**config.mk**
```make
export PLATFORM = sky130hd
export DESIGN_NAME = key_press_classifier_toggles_top
export DESIGN_NICKNAME = d
export VERILOG_FILES = /design/src/sv/kpc_pkg.sv /design/src/sv/key_press_classifier_toggles_top.sv /design/src/sv/kpc_core.sv
export SDC_FILE = /design/constraint.sdc
export NUM_CORES = 1
export LEC_CHECK = 0
export ABC_AREA = 0
export BUFFER_PORTS_ARGS = -buffer_cell sky130_fd_sc_hd__buf_2
export CAP_MARGIN = 20
export CORE_UTILIZATION = 30
export DETAILED_ROUTE_END_ITERATION = 8
export PLACE_DENSITY = 0.54
export SLEW_MARGIN = 20
export SYNTH_ARGS = -nofsm -noshare
export SYNTH_HDL_FRONTEND = slang
export SYNTH_SLANG_ARGS = --single-unit
```
**constraint.sdc**
```tcl
create_clock -name clk -period 3.36 [get_ports clk]
set_input_delay 0.672 -clock clk [delete_from_list [all_inputs] [get_ports clk]]
set_output_delay 0.672 -clock clk [all_outputs]
set_load 0.005 [all_outputs]
```
**src/sv/kpc_pkg.sv**
```systemverilog
// Package for the key press classifier: payload structs, state struct, key codes,
// display pattern constants and defaults. No dependencies.
package kpc_pkg;

  localparam int STEP_TICKS_DEFAULT = 20;
  localparam logic [3:0] LONG_STEPS_RESET = 4'd3;

  localparam logic MODE_TICK = 1'b0;
  localparam logic MODE_EDGE = 1'b1;

  typedef enum logic [1:0] {
    KEY_POWER  = 2'd0,
    KEY_PUMP   = 2'd1,
    KEY_VIB    = 2'd2,
    KEY_HEATER = 2'd3
  } key_t;

  localparam logic [7:0] PAT_UPPER = 8'hf0;
  localparam logic [7:0] PAT_LOWER = 8'h0f;
  localparam logic [7:0] PAT_FULL  = 8'hff;
  localparam logic [7:0] PAT_BLANK = 8'h00;

  typedef struct packed {
    logic       mode;
    logic [1:0] key_id;
    logic       key_held;
  } kpc_in_t;

  typedef struct packed {
    logic       short_press;
    logic       long_flag;
    logic [1:0] pressed_key;
    logic       line_a;
    logic       line_b;
    logic       power_on;
    logic [7:0] grid_one;
    logic [7:0] grid_two;
  } kpc_out_t;

  typedef struct packed {
    logic       armed;
    logic [7:0] tick_count;
    logic [3:0] long_count;
    logic [1:0] latched_key;
    logic       drive_a;
    logic       drive_b;
    logic       power_line;
    logic [7:0] pattern_one;
    logic [7:0] pattern_two;
  } kpc_state_t;

endpackage

```
**src/sv/key_press_classifier_toggles_top.sv**
```systemverilog
// Top level of the key press classifier with toggled actuator lines.
// Depends on kpc_pkg and kpc_core.
//
//   channel   direction  handshake                     payload
//   item      in         item_valid / item_ready       kpc_in_t  (mode, key_id, key_held)
//   result    out        result_valid / result_ready   kpc_out_t (pulses, lines, grids)
//   cfg       in         cfg_we (no wait)              cfg_data = long_steps
//
// One transaction in, one transaction out. An accepted item waits in the input
// register, then the classifier logic updates the state and loads the result
// register; one item per cycle sustained while result_ready is high, set by the single
// pass through kpc_core. While a result waits, the input register accepts only if empty.
// Synchronous active-high reset returns state to its reset values (lines A and B
// high, everything else low); long_steps resets to 3.
// With result_ready low both registers fill and item_ready drops.
module key_press_classifier_toggles_top #(
  parameter int STEP_TICKS = kpc_pkg::STEP_TICKS_DEFAULT,
  localparam int PW = $clog2(STEP_TICKS + 1)
) (
  input  logic              clk,
  input  logic              rst,
  input  logic              item_valid,
  output logic              item_ready,
  input  kpc_pkg::kpc_in_t  item,
  output logic              result_valid,
  input  logic              result_ready,
  output kpc_pkg::kpc_out_t result,
  input  logic              cfg_we,
  input  logic [3:0]        cfg_data
);
  import kpc_pkg::*;

  // input register
  logic       in_full;
  kpc_in_t    in_item;
  logic       advance;

  // classifier state
  kpc_state_t state;
  kpc_state_t state_next;
  logic [PW-1:0] phase;
  logic [PW-1:0] phase_next;
  logic [3:0] long_steps;
  kpc_out_t   result_next;

  assign advance    = in_full && (!result_valid || result_ready);
  assign item_ready = !in_full || advance;

  always_ff @(posedge clk) begin
    if (rst) begin
      in_full <= 1'b0;
    end else if (item_ready) begin
      in_full <= item_valid;
    end
    if (item_valid && item_ready) begin
      in_item <= item;
    end
  end

  // config must be written only while idle; the block itself does not enforce this
  always_ff @(posedge clk) begin
    if (rst) begin
      long_steps <= LONG_STEPS_RESET;
    end else if (cfg_we) begin
      long_steps <= cfg_data;
    end
  end

  kpc_core #(
    .STEP_TICKS(STEP_TICKS)
  ) u_core (
    .item       (in_item),
    .long_steps (long_steps),
    .cur        (state),
    .phase      (phase),
    .nxt        (state_next),
    .phase_next (phase_next),
    .result     (result_next)
  );

  // state and result register move together, once per transaction
  always_ff @(posedge clk) begin
    if (rst) begin
      state.armed       <= 1'b0;
      state.tick_count  <= '0;
      state.long_count  <= '0;
      state.latched_key <= '0;
      state.drive_a     <= 1'b1;
      state.drive_b     <= 1'b1;
      state.power_line  <= 1'b0;
      state.pattern_one <= '0;
      state.pattern_two <= '0;
      phase             <= '0;
      result_valid      <= 1'b0;
    end else begin
      if (advance) begin
        state <= state_next;
        phase <= phase_next;
      end
      if (advance) begin
        result_valid <= 1'b1;
      end else if (result_ready) begin
        result_valid <= 1'b0;
      end
    end
    if (advance) begin
      result <= result_next;
    end
  end

  // never both classifications from one transaction
  a_one_class: assert property (@(posedge clk) disable iff (rst)
    result_valid |-> !(result.short_press && result.long_flag))
    else $error("short and long press in one transaction");

  // a long press always leaves line A cleared
  a_long_clears_a: assert property (@(posedge clk) disable iff (rst)
    (result_valid && result.long_flag) |-> !result.line_a)
    else $error("line A set after long press");

  // step phase stays below the step length
  a_phase_range: assert property (@(posedge clk) disable iff (rst)
    phase < PW'(STEP_TICKS))
    else $error("step phase out of range");

  // disarmed timer holds no count
  a_idle_clear: assert property (@(posedge clk) disable iff (rst)
    !state.armed |-> (state.tick_count == 8'd0 && state.long_count == 4'd0 && phase == '0))
    else $error("counters nonzero while disarmed");

  // a result is loaded only from a full input register
  a_load_src: assert property (@(posedge clk) disable iff (rst)
    (result_valid && !$past(result_valid)) |-> $past(in_full))
    else $error("result without input");

endmodule

```
**src/sv/kpc_core.sv**
```systemverilog
// Next-state and result logic for one transaction of the key press classifier.
// Purely combinational. Depends on kpc_pkg.
module kpc_core #(
  parameter int STEP_TICKS = kpc_pkg::STEP_TICKS_DEFAULT,
  localparam int PW = $clog2(STEP_TICKS + 1)
) (
  input  kpc_pkg::kpc_in_t    item,
  input  logic [3:0]          long_steps,
  input  kpc_pkg::kpc_state_t cur,
  input  logic [PW-1:0]       phase,
  output kpc_pkg::kpc_state_t nxt,
  output logic [PW-1:0]       phase_next,
  output kpc_pkg::kpc_out_t   result
);
  import kpc_pkg::*;

  logic [7:0] tick_inc;
  logic       boundary;
  logic       sp;
  logic       lp;

  always_comb begin
    nxt        = cur;
    phase_next = phase;
    sp         = 1'b0;
    lp         = 1'b0;
    boundary   = 1'b0;
    tick_inc   = cur.tick_count + 8'd1;

    if (item.mode == MODE_EDGE) begin
      nxt.armed       = 1'b1;
      nxt.latched_key = item.key_id;
    end else if (cur.armed) begin
      if (item.key_held) begin
        nxt.tick_count = tick_inc;
        // phase tracks tick_count mod STEP_TICKS; wrap of the 8-bit count restarts it
        boundary   = (tick_inc == 8'd0) || (phase == PW'(STEP_TICKS - 1));
        phase_next = boundary ? '0 : phase + PW'(1);
      end else begin
        nxt.tick_count = '0;
        nxt.long_count = '0;
        nxt.armed      = 1'b0;
        boundary       = 1'b1;
        phase_next     = '0;
      end

      if (boundary) begin
        if (item.key_held) begin
          nxt.long_count = cur.long_count + 4'd1;
        end else begin
          sp = 1'b1;
          unique case (key_t'(cur.latched_key))
            KEY_HEATER: begin
              nxt.drive_b     = ~cur.drive_b;
              nxt.pattern_one = nxt.drive_b ? PAT_UPPER : PAT_BLANK;
            end
            KEY_VIB: begin
              nxt.drive_a     = ~cur.drive_a;
              nxt.pattern_one = nxt.drive_a ? PAT_BLANK : PAT_LOWER;
            end
            KEY_PUMP: begin
              nxt.drive_a     = ~cur.drive_a;
              nxt.pattern_two = nxt.drive_a ? PAT_UPPER : PAT_BLANK;
            end
            KEY_POWER: begin
              nxt.drive_b     = ~cur.drive_b;
              nxt.pattern_two = nxt.drive_b ? PAT_BLANK : PAT_LOWER;
            end
            default: ;
          endcase
        end

        if (nxt.long_count > long_steps) begin
          lp              = 1'b1;
          nxt.long_count  = '0;
          nxt.tick_count  = '0;
          nxt.armed       = 1'b0;
          phase_next      = '0;
          nxt.drive_a     = 1'b0;
          nxt.power_line  = ~cur.power_line;
          nxt.pattern_one = nxt.power_line ? PAT_FULL : PAT_BLANK;
          nxt.pattern_two = nxt.pattern_one;
        end
      end
    end

    result.short_press = sp;
    result.long_flag   = lp;
    result.pressed_key = nxt.latched_key;
    result.line_a      = nxt.drive_a;
    result.line_b      = nxt.drive_b;
    result.power_on    = nxt.power_line;
    result.grid_one    = nxt.pattern_one;
    result.grid_two    = nxt.pattern_two;
  end

endmodule
```
# Yosys cells after proc, flatten, opt, wreduce, memory -nomap -nowiden
# Cells that the tools add are included.
# classes
addsub	3
order_cmp	1
n_eq_ne	4
muxes	39
bitwise	6
n_reduce_logical	14
# ops
operator	n
19-bit 2-to-1 mux	3
13-bit 2-to-1 mux	3
8-bit 2-to-1 mux	4
8-bit one-hot mux with 2 select lines	2
4-bit 2-to-1 mux	7
5-bit 2-to-1 mux	4
17-bit 2-to-1 mux	1
16-bit 2-to-1 mux	1
1-bit 2-to-1 mux	12
8-bit by 1-bit adder with 8-bit output, second input constant	1
8-bit zero test	1
1-bit NOT	6
5-bit by 1-bit adder with 5-bit output, second input constant	1
5-bit equality test, second input constant	1
4-bit by 1-bit adder with 4-bit output, second input constant	1
2-bit equality test, second input constant	2
4-bit greater-than comparator	1
2-bit 2-to-1 mux	2
2-bit OR reduction	2
1-bit logical OR	3
3-bit AND reduction	1
3-bit OR reduction	1
2-bit by 1-bit equality test with 1-bit output, second input constant	1
1-bit logical AND	2
other kinds (3)	4
# totals
ff_bits	72
input_bits	13
output_inout_bits	25
wordCells	91

# Longest topological paths before layout
# Gate-level depths: netlist (run 1).
# logic_depth
depth_word	14
mapped_depth	11
ltp_nobuf	10

# Hierarchy
# A second synthesis (run 1) with hierarchy kept.
# unflattened
cells_unflattened	409
area_unflattened_um2	4080.2
# by_module_without_submodules
mod	n_inst	cells_each	area_each_um2	seq_area_each_um2
key_press_classifier_toggles_top	1	219	2812.7	1711.6
kpc_core	1	190	1267.5	0.0

# Least setup slack after synthesis (run 1)
# Ideal clock, no wire load.
# synth_path
path_type	reg-to-reg
startpoint	reg in_item[0] (netlist name)
endpoint	reg result[12] (netlist name) (data pin)
setup_ps	267
arrival_time_ps	2297
required_time_ps	3093
slack_ps	796
stages_incl_launch_ff	11
n_path_buf	2
period_less_slack_ps	2564
path_cell_list	edfxtp_1 > clkbuf_1 > and2_1 > ha_1 > nor2b_1 > o21a_1 > o21a_1 > clkbuf_1 > o2111ai_1 > nand2_1 > nand2_1
# synth_lines
item	line_no	rtl
start: declaration	key_press_classifier_toggles_top.sv:35	kpc_in_t in_item;
start signal: assignment	key_press_classifier_toggles_top.sv:56	in_item <= item;
end signal: assignment	key_press_classifier_toggles_top.sv:107	result <= result_next;
end: declaration	key_press_classifier_toggles_top.sv:27	output kpc_pkg::kpc_out_t result,

==> reports/qor.yml, run 1 <==
route:
  drtAntennaViolNets: 0
  wl_per_cell_um: 12.6
  firstDrtPassIters: 4
  vias: 2525
  drt_wl_total_um: 6530
  remaining_drc_errors: 0
  drtIter0Drc: 105
  vias_per_cell: 4.86
clock_network:
  cts_max_level: 3
  cts-resized-gates: 0
  post-cts-setup-buffers: 0
  insertion_delay_ns: 0.34
  cts_sinks: 72
  cts_buffers: 9
  cts.reportedPaths.clkPinSlew_ns: 0.08
  cts_max_path_buffers: 2
  cts-root-buf: "clkbuf_8"
  cts_hold_buffers: 0
  tritoncts: "done"
floorplan:
  ios: 38
  start_util_pct: 30.8
  dieArea_um2: 11500
  die_w_um: 107
  coreArea_um2: 10800
  die_y_um: 107
  rows: 38
place:
  routabilityCongestion: 0.812
  io_buffers: 37
  dp.cells: 504
  dp_hpwl_um: 4800
critical_path:
  critPathMaxStageDelay_ns: 0.64
  required_ns: 3.56
  path_delay_family: "compound AO/OA/AOI/OAI gates"
  arrival_ns: 3.03
  start_kind: "flop"
  critPathKind: "flop to flop"
  end_kind: "flop"
  cp_max_fo: 15
  slowest_stage: "o2111ai_1"
  cp_num_buf_inv: 1
  worstPathCellList: "inv_1 > nor2_1 > ha_1 > and2_1 > o21a_1 > o21a_1 > o2111ai_1 > nand2_1 > nand2_1"
global_route:
  grt_use_total_pct: 12.3
  antenna_found_initial: 0
  grt_pass1_wl_um: 11000
  grt_overflow: 0
  grt_max_degree: 30
  grt_pass1_vias: 2414
layout:
  seq_area_um2: 1710
  nFillCells: 1087
  multi_input_area_um2: 1490
  final_cells: 520
  fin_util_pct: 35.8
  drive_gt1_share_pct: 16.1
  nets: 399
  area_growth_pct: 16.4
  antenna_cells: 0
synth:
  avgSynthCellArea_um2: 9.91
  synth_edf_count: 27
  yosysMostFrequentCell: "dfxtp_1"
  syn_inst: 335
  ys_seq_area_share_pct: 51.5
  synth_async_sr_flop_share_pct: 0
  syn-num-nets: 359
  ys_ff_latch: 72
  ys_types: 48
  synth_area_leaders: "dfxtp_1, edfxtp_1, nand2_1"
  netlist_area_um2: 3320
  synth_top_cell_area_share_pct: 27.1
  yosys.area.top_type: "dfxtp_1"
  ys_warn_count: 0
  synth-main-ff-cell: "dfxtp_1"
  synth_common_cells: "dfxtp_1, nand2_1, edfxtp_1"
timing:
  period_share_pct: 84.3
  finalSetupViolCount: 0
  tightest_slew_ns: 0.724
  clock_skew_ns: 0.0117
  fmax_ghz: 0.353
  period_minus_slack_ns: 2.83
  rsz0062_at_grt: "no"
  final-hold-violation-count: 0
  finalSetupTns_ns: 0
  slew_violations: 0
  slew_headroom_pct: 51.4
outcome:
  status: "finished clean"
hold_path:
  min_path_type: "flop to flop"
power:
  p_leak_nw: 1.63
  max-vdd-ir-drop_v: 0.000169
  p_per_area_nw_per_um2: 466
run:
  max_cap_viol_count: 0
-- path summary, 6_finish.rpt --
check	slack [ns]	cells after the start	from	end
hold / removal	0.45	1	state[0]	state[0]
setup reg to reg	0.53	9	in_item[0]	result[8]
hold reg to reg	0.45	1	state[0]	state[0]
setup / recovery	0.53	9	in_item[0]	result[8]
-- cell usage in the layout, fill, tap and decap left out, types with 4 or more instances in the layout --
cell / n
dfxtp_1: 45
nand2_1: 42
buf_2: 37
edfxtp_1: 27
nor2_1: 24
o21ai_0: 22
a21o_1: 20
inv_1: 18
a21oi_1: 15
nand3_1: 12
ha_1: 11
clkbuf_8: 9
nand2b_1: 6
xor2_1: 6
and2_1: 6
or3_1: 6
a211oi_1: 5
nor3_1: 5
nand4_1: 4
o211ai_1: 4
-- worst register-to-register path: cells and delay by family (launching register included) --
family | cells | cell delay (ns)
flops | 1 | 0.63
simple gates | 4 | 0.56
compound gates | 3 | 1.11
buf+inv | 1 | 0.14
fa+ha+maj | 1 | 0.26
-- layout make-up --
type | instances | share of cell area (%)
sequential | 72 | 44.3
multi-input combinational | 235 | 38.6
timing repair buffer | 39 | 5.18
tap | 140 | 4.53
clock buffer | 10 | 3.30
clock inverter | 6 | 2.39
inverter | 18 | 1.75
-- registers in the layout, summed over array words and instances (netlist names) --
signal	flops
in_item	4
in_full	1
phase	5
result_valid	1
state	34
long_steps	4
result	23
-- kinds of logic after synthesis --
logic type / Yosys count / share of synthesized area (%)
xor+xnor: 8 / 2.11
simple gates: 122 / 18.2
compound gates: 91 / 19.6
fa+ha+maj: 11 / 4.14
flops: 72 / 51.5
buf+inv: 28 / 3.54
mux: 3 / 0.904
-- routing by layer --
layer / vias up / global-route usage (%) / wire, µm
met1: 1175 / 14.8 / 3120
li1: 1294 / - / -
met5: - / 0 / 0
met4: 0 / 4.31 / 39
met2: 50 / 20.8 / 3050
met3: 6 / 3.77 / 320
-- report_power, final --
group / internal [W] / switching, W
Sequential: 0.000925 / 0.0000114
Clock: 0.000422 / 0.000330
Combinational: 0.0000426 / 0.0000717
Total: 0.00139 / 0.000414
-- metrics by stage --
stage | power, W | setup slack (ns) | cell area (µm²) | hold WS, ns
after floorplan | 0.00103 | 0.796 | 3320 | 0.426
after global placement | 0.00107 | 0.563 | 3650 | 0.435
after detailed placement | 0.00107 | 0.505 | 3650 | 0.439
after CTS | 0.00183 | 0.512 | 3870 | 0.457
after global routing | 0.00188 | 0.192 | 3870 | 0.481
final | 0.00180 | 0.528 | 3870 | 0.454
Power figures use the tool's default switching activity.
==> run 2: changes to the inputs <==
- PLACE_DENSITY: 0.54 -> 0.55
- clock period: 3.36 -> 2.4 ns (I/O delays scaled with it)
==> run 2 against run 1 <==
Compared with the run above: the flow now finishes with violations (negative setup slack); sequential share of layout area down 5.5 points; clock skew fell by 0.0036 ns; fmax increased by 15%; highest routed layer unchanged.
==> reports/qor.yml, run 2 (synthesis gave the netlist of run 1 again) <==
outcome:
  status: "finished, violations left"
  violations: "negative setup slack"
clock_network:
  cts_max_level: 3  # unchanged
  cts-root-buf: "clkbuf_8"
  cts.reportedPaths.clkPinSlew_ns: 0.07  # about the same
  tritoncts: "done"
  cts_sinks: 72  # unchanged
  insertion_delay_ns: 0.35  # about the same
  cts_hold_buffers: 0  # unchanged
  cts_max_path_buffers: 2  # unchanged
  cts_buffers: 9  # unchanged
timing:
  slew_violations: 0  # unchanged
  final-hold-violation-count: 0  # unchanged
  period_share_pct: 102  # +18 points
  slew_headroom_pct: 68.9  # +18 points
  fmax_ghz: 0.407  # +15%
  finalSetupViolCount: 3  # +3
  rsz0062_at_grt: "yes"
  tightest_slew_ns: 0.466  # -0.258 ns
  finalWorstSetupSlack_ns: -0.0579  # -0.586 ns
  period_minus_slack_ns: 2.46  # -0.374 ns
  clock_skew_ns: 0.00811  # -0.00358 ns
route:
  drtIter0Drc: 67  # -36%
  vias: 2731  # +8.2%
  drtAntennaViolNets: 0  # unchanged
  drt_wl_total_um: 7490  # +15%
  vias_per_cell: 4.86  # about the same
  remaining_drc_errors: 0  # unchanged
  wl_per_cell_um: 13.3  # +6.1%
  firstDrtPassIters: 4  # unchanged
layout:
  largest_register_ffs: 34  # unchanged
  nets: 441  # +11%
  area_growth_pct: 33.2
  multi_input_area_um2: 1770  # +19%
  seq_area_um2: 1720  # +0.22%
  nFillCells: 1061  # -2.4%
  final_cells: 562  # +8.1%
  final_common_cell: "dfxtp_1"
  layout_common_cells: "dfxtp_1, nand2_1, buf_4"
  antenna_cells: 0  # unchanged
  largest_registers: "state x34, result x23, phase x5"
  top_register: "state"
  drive_gt1_share_pct: 34.1  # +18 points
  fin_util_pct: 41.0  # +5.2 points
critical_path:
  r2r_cells: 10  # +1
  rrSetupSlack_ns: -0.06  # -0.59 ns
  start_kind: "flop"
  critPathKind: "flop to flop"
  cp_max_fo: 4  # -11
  required_ns: 2.69  # -0.87 ns
  arrival_ns: 2.75  # -0.28 ns
  end_kind: "flop"
floorplan:
  ios: 38  # unchanged
  die_w_um: 107  # unchanged
  coreArea_um2: 10800  # unchanged
  die_y_um: 107  # unchanged
  rows: 38  # unchanged
  start_util_pct: 30.8  # unchanged
  dieArea_um2: 11500  # unchanged
power:
  p_per_area_nw_per_um2: 533  # +14%
  max-vdd-ir-drop_v: 0.000235  # +39%
  p_leak_nw: 1.86  # +14%
run:
  max_cap_viol_count: 0  # unchanged
place:
  dp_hpwl_um: 5270  # +9.8%
  routabilityCongestion: 0.751  # -7.5%
  io_buffers: 37  # unchanged
  dp.cells: 534  # +6.0%
global_route:
  grt_max_degree: 26  # -13%
  grt_pass1_vias: 2649  # +9.7%
  antenna_found_initial: 0  # unchanged
  grt_pass1_wl_um: 12300  # +12%
  grt_use_total_pct: 13.8  # +1.5 points
  grt_overflow: 0  # unchanged
hold_path:
  min_path_type: "input port to flop"
  hold_path_depth: 1  # unchanged
==> run 2: cell count changes in the layout (fill, tap and decap cells not counted), sizes merged <==
| cell | previous run | this run |
|---|---|---|
| buf | 39 | 80 |
| clkinv | 1 | 4 |
| bufinv | 2 | 0 |
| clkbuf | 10 | 11 |
| clkinvlp | 2 | 1 |
| inv | 19 | 18 |
| o21a | 3 | 4 |
==> run 2: routing by layer <==
metal  vias up  share of wire (%)  track usage, %
li1       1378                  -               -
met5         -                  0               0
met3        15                4.2            4.62
met1      1285                 45            16.5
met2        53                 49            23.0
met4         0                2.1            4.99
==> run 2: area by class of cell <==
class                           instances  area share, %
Timing Repair Buffer                   80           12.2
Clock buffer                           11           2.97
Sequential cell                        72           38.8
Multi-Input combinational cell        236           40.0
Clock inverter                          5          0.537
Tap cell                              140           3.96
Inverter                               18           1.53
==> run 2: repair_timing <==
action | CTS | global route
buffers inserted | 8 | 3
pin swaps | 5 | 21
resized for setup | 16 | 49
setup endpoints to repair | 41 | 46
gates cloned | 1 | 0
==> run 2: final timing paths <==
kind / start / endpoint
hold / removal: item[2] / in_item[2]
setup reg to reg: state[21] / state[25]
setup / recovery: state[21] / state[25]
hold reg to reg: state[7] / state[7]
==> run 2: metrics by stage <==
stage / hold slack, ns / TNS [ns] / total power, W / worst slack, ns / area (µm²)
after floorplan: 0.426 / -0.0373 / 0.00145 / -0.00476 / 3340
after global placement: 0.434 / -3.99 / 0.00153 / -0.164 / 3910
after detailed placement: 0.441 / -4.61 / 0.00153 / -0.183 / 3910
after CTS: 0.292 / -0.0137 / 0.00235 / -0.0137 / 4180
after global routing: 0.287 / -1.50 / 0.00246 / -0.126 / 4420
final: 0.305 / -0.102 / 0.00236 / -0.0579 / 4420
==> run 2: power breakdown <==
part,internal [W],switching [W],total [W]
logic,0.000109,0.000134,0.000244
registers,0.00129,0.0000137,0.00131
clock network,0.000363,0.000441,0.000804
total,0.00177,0.000589,0.00236
==> run 2: critical path, cell delays in order (launching register included) <==
cell and delay, ns:
dfxtp_2 0.34, ha_2 0.20, xnor2_2 0.13, nor2_2 0.12, ha_1 0.25, and2_4 0.18
o21a_4 0.13, o31a_1 0.37, and3_4 0.21, or3_4 0.36, a21oi_2 0.12
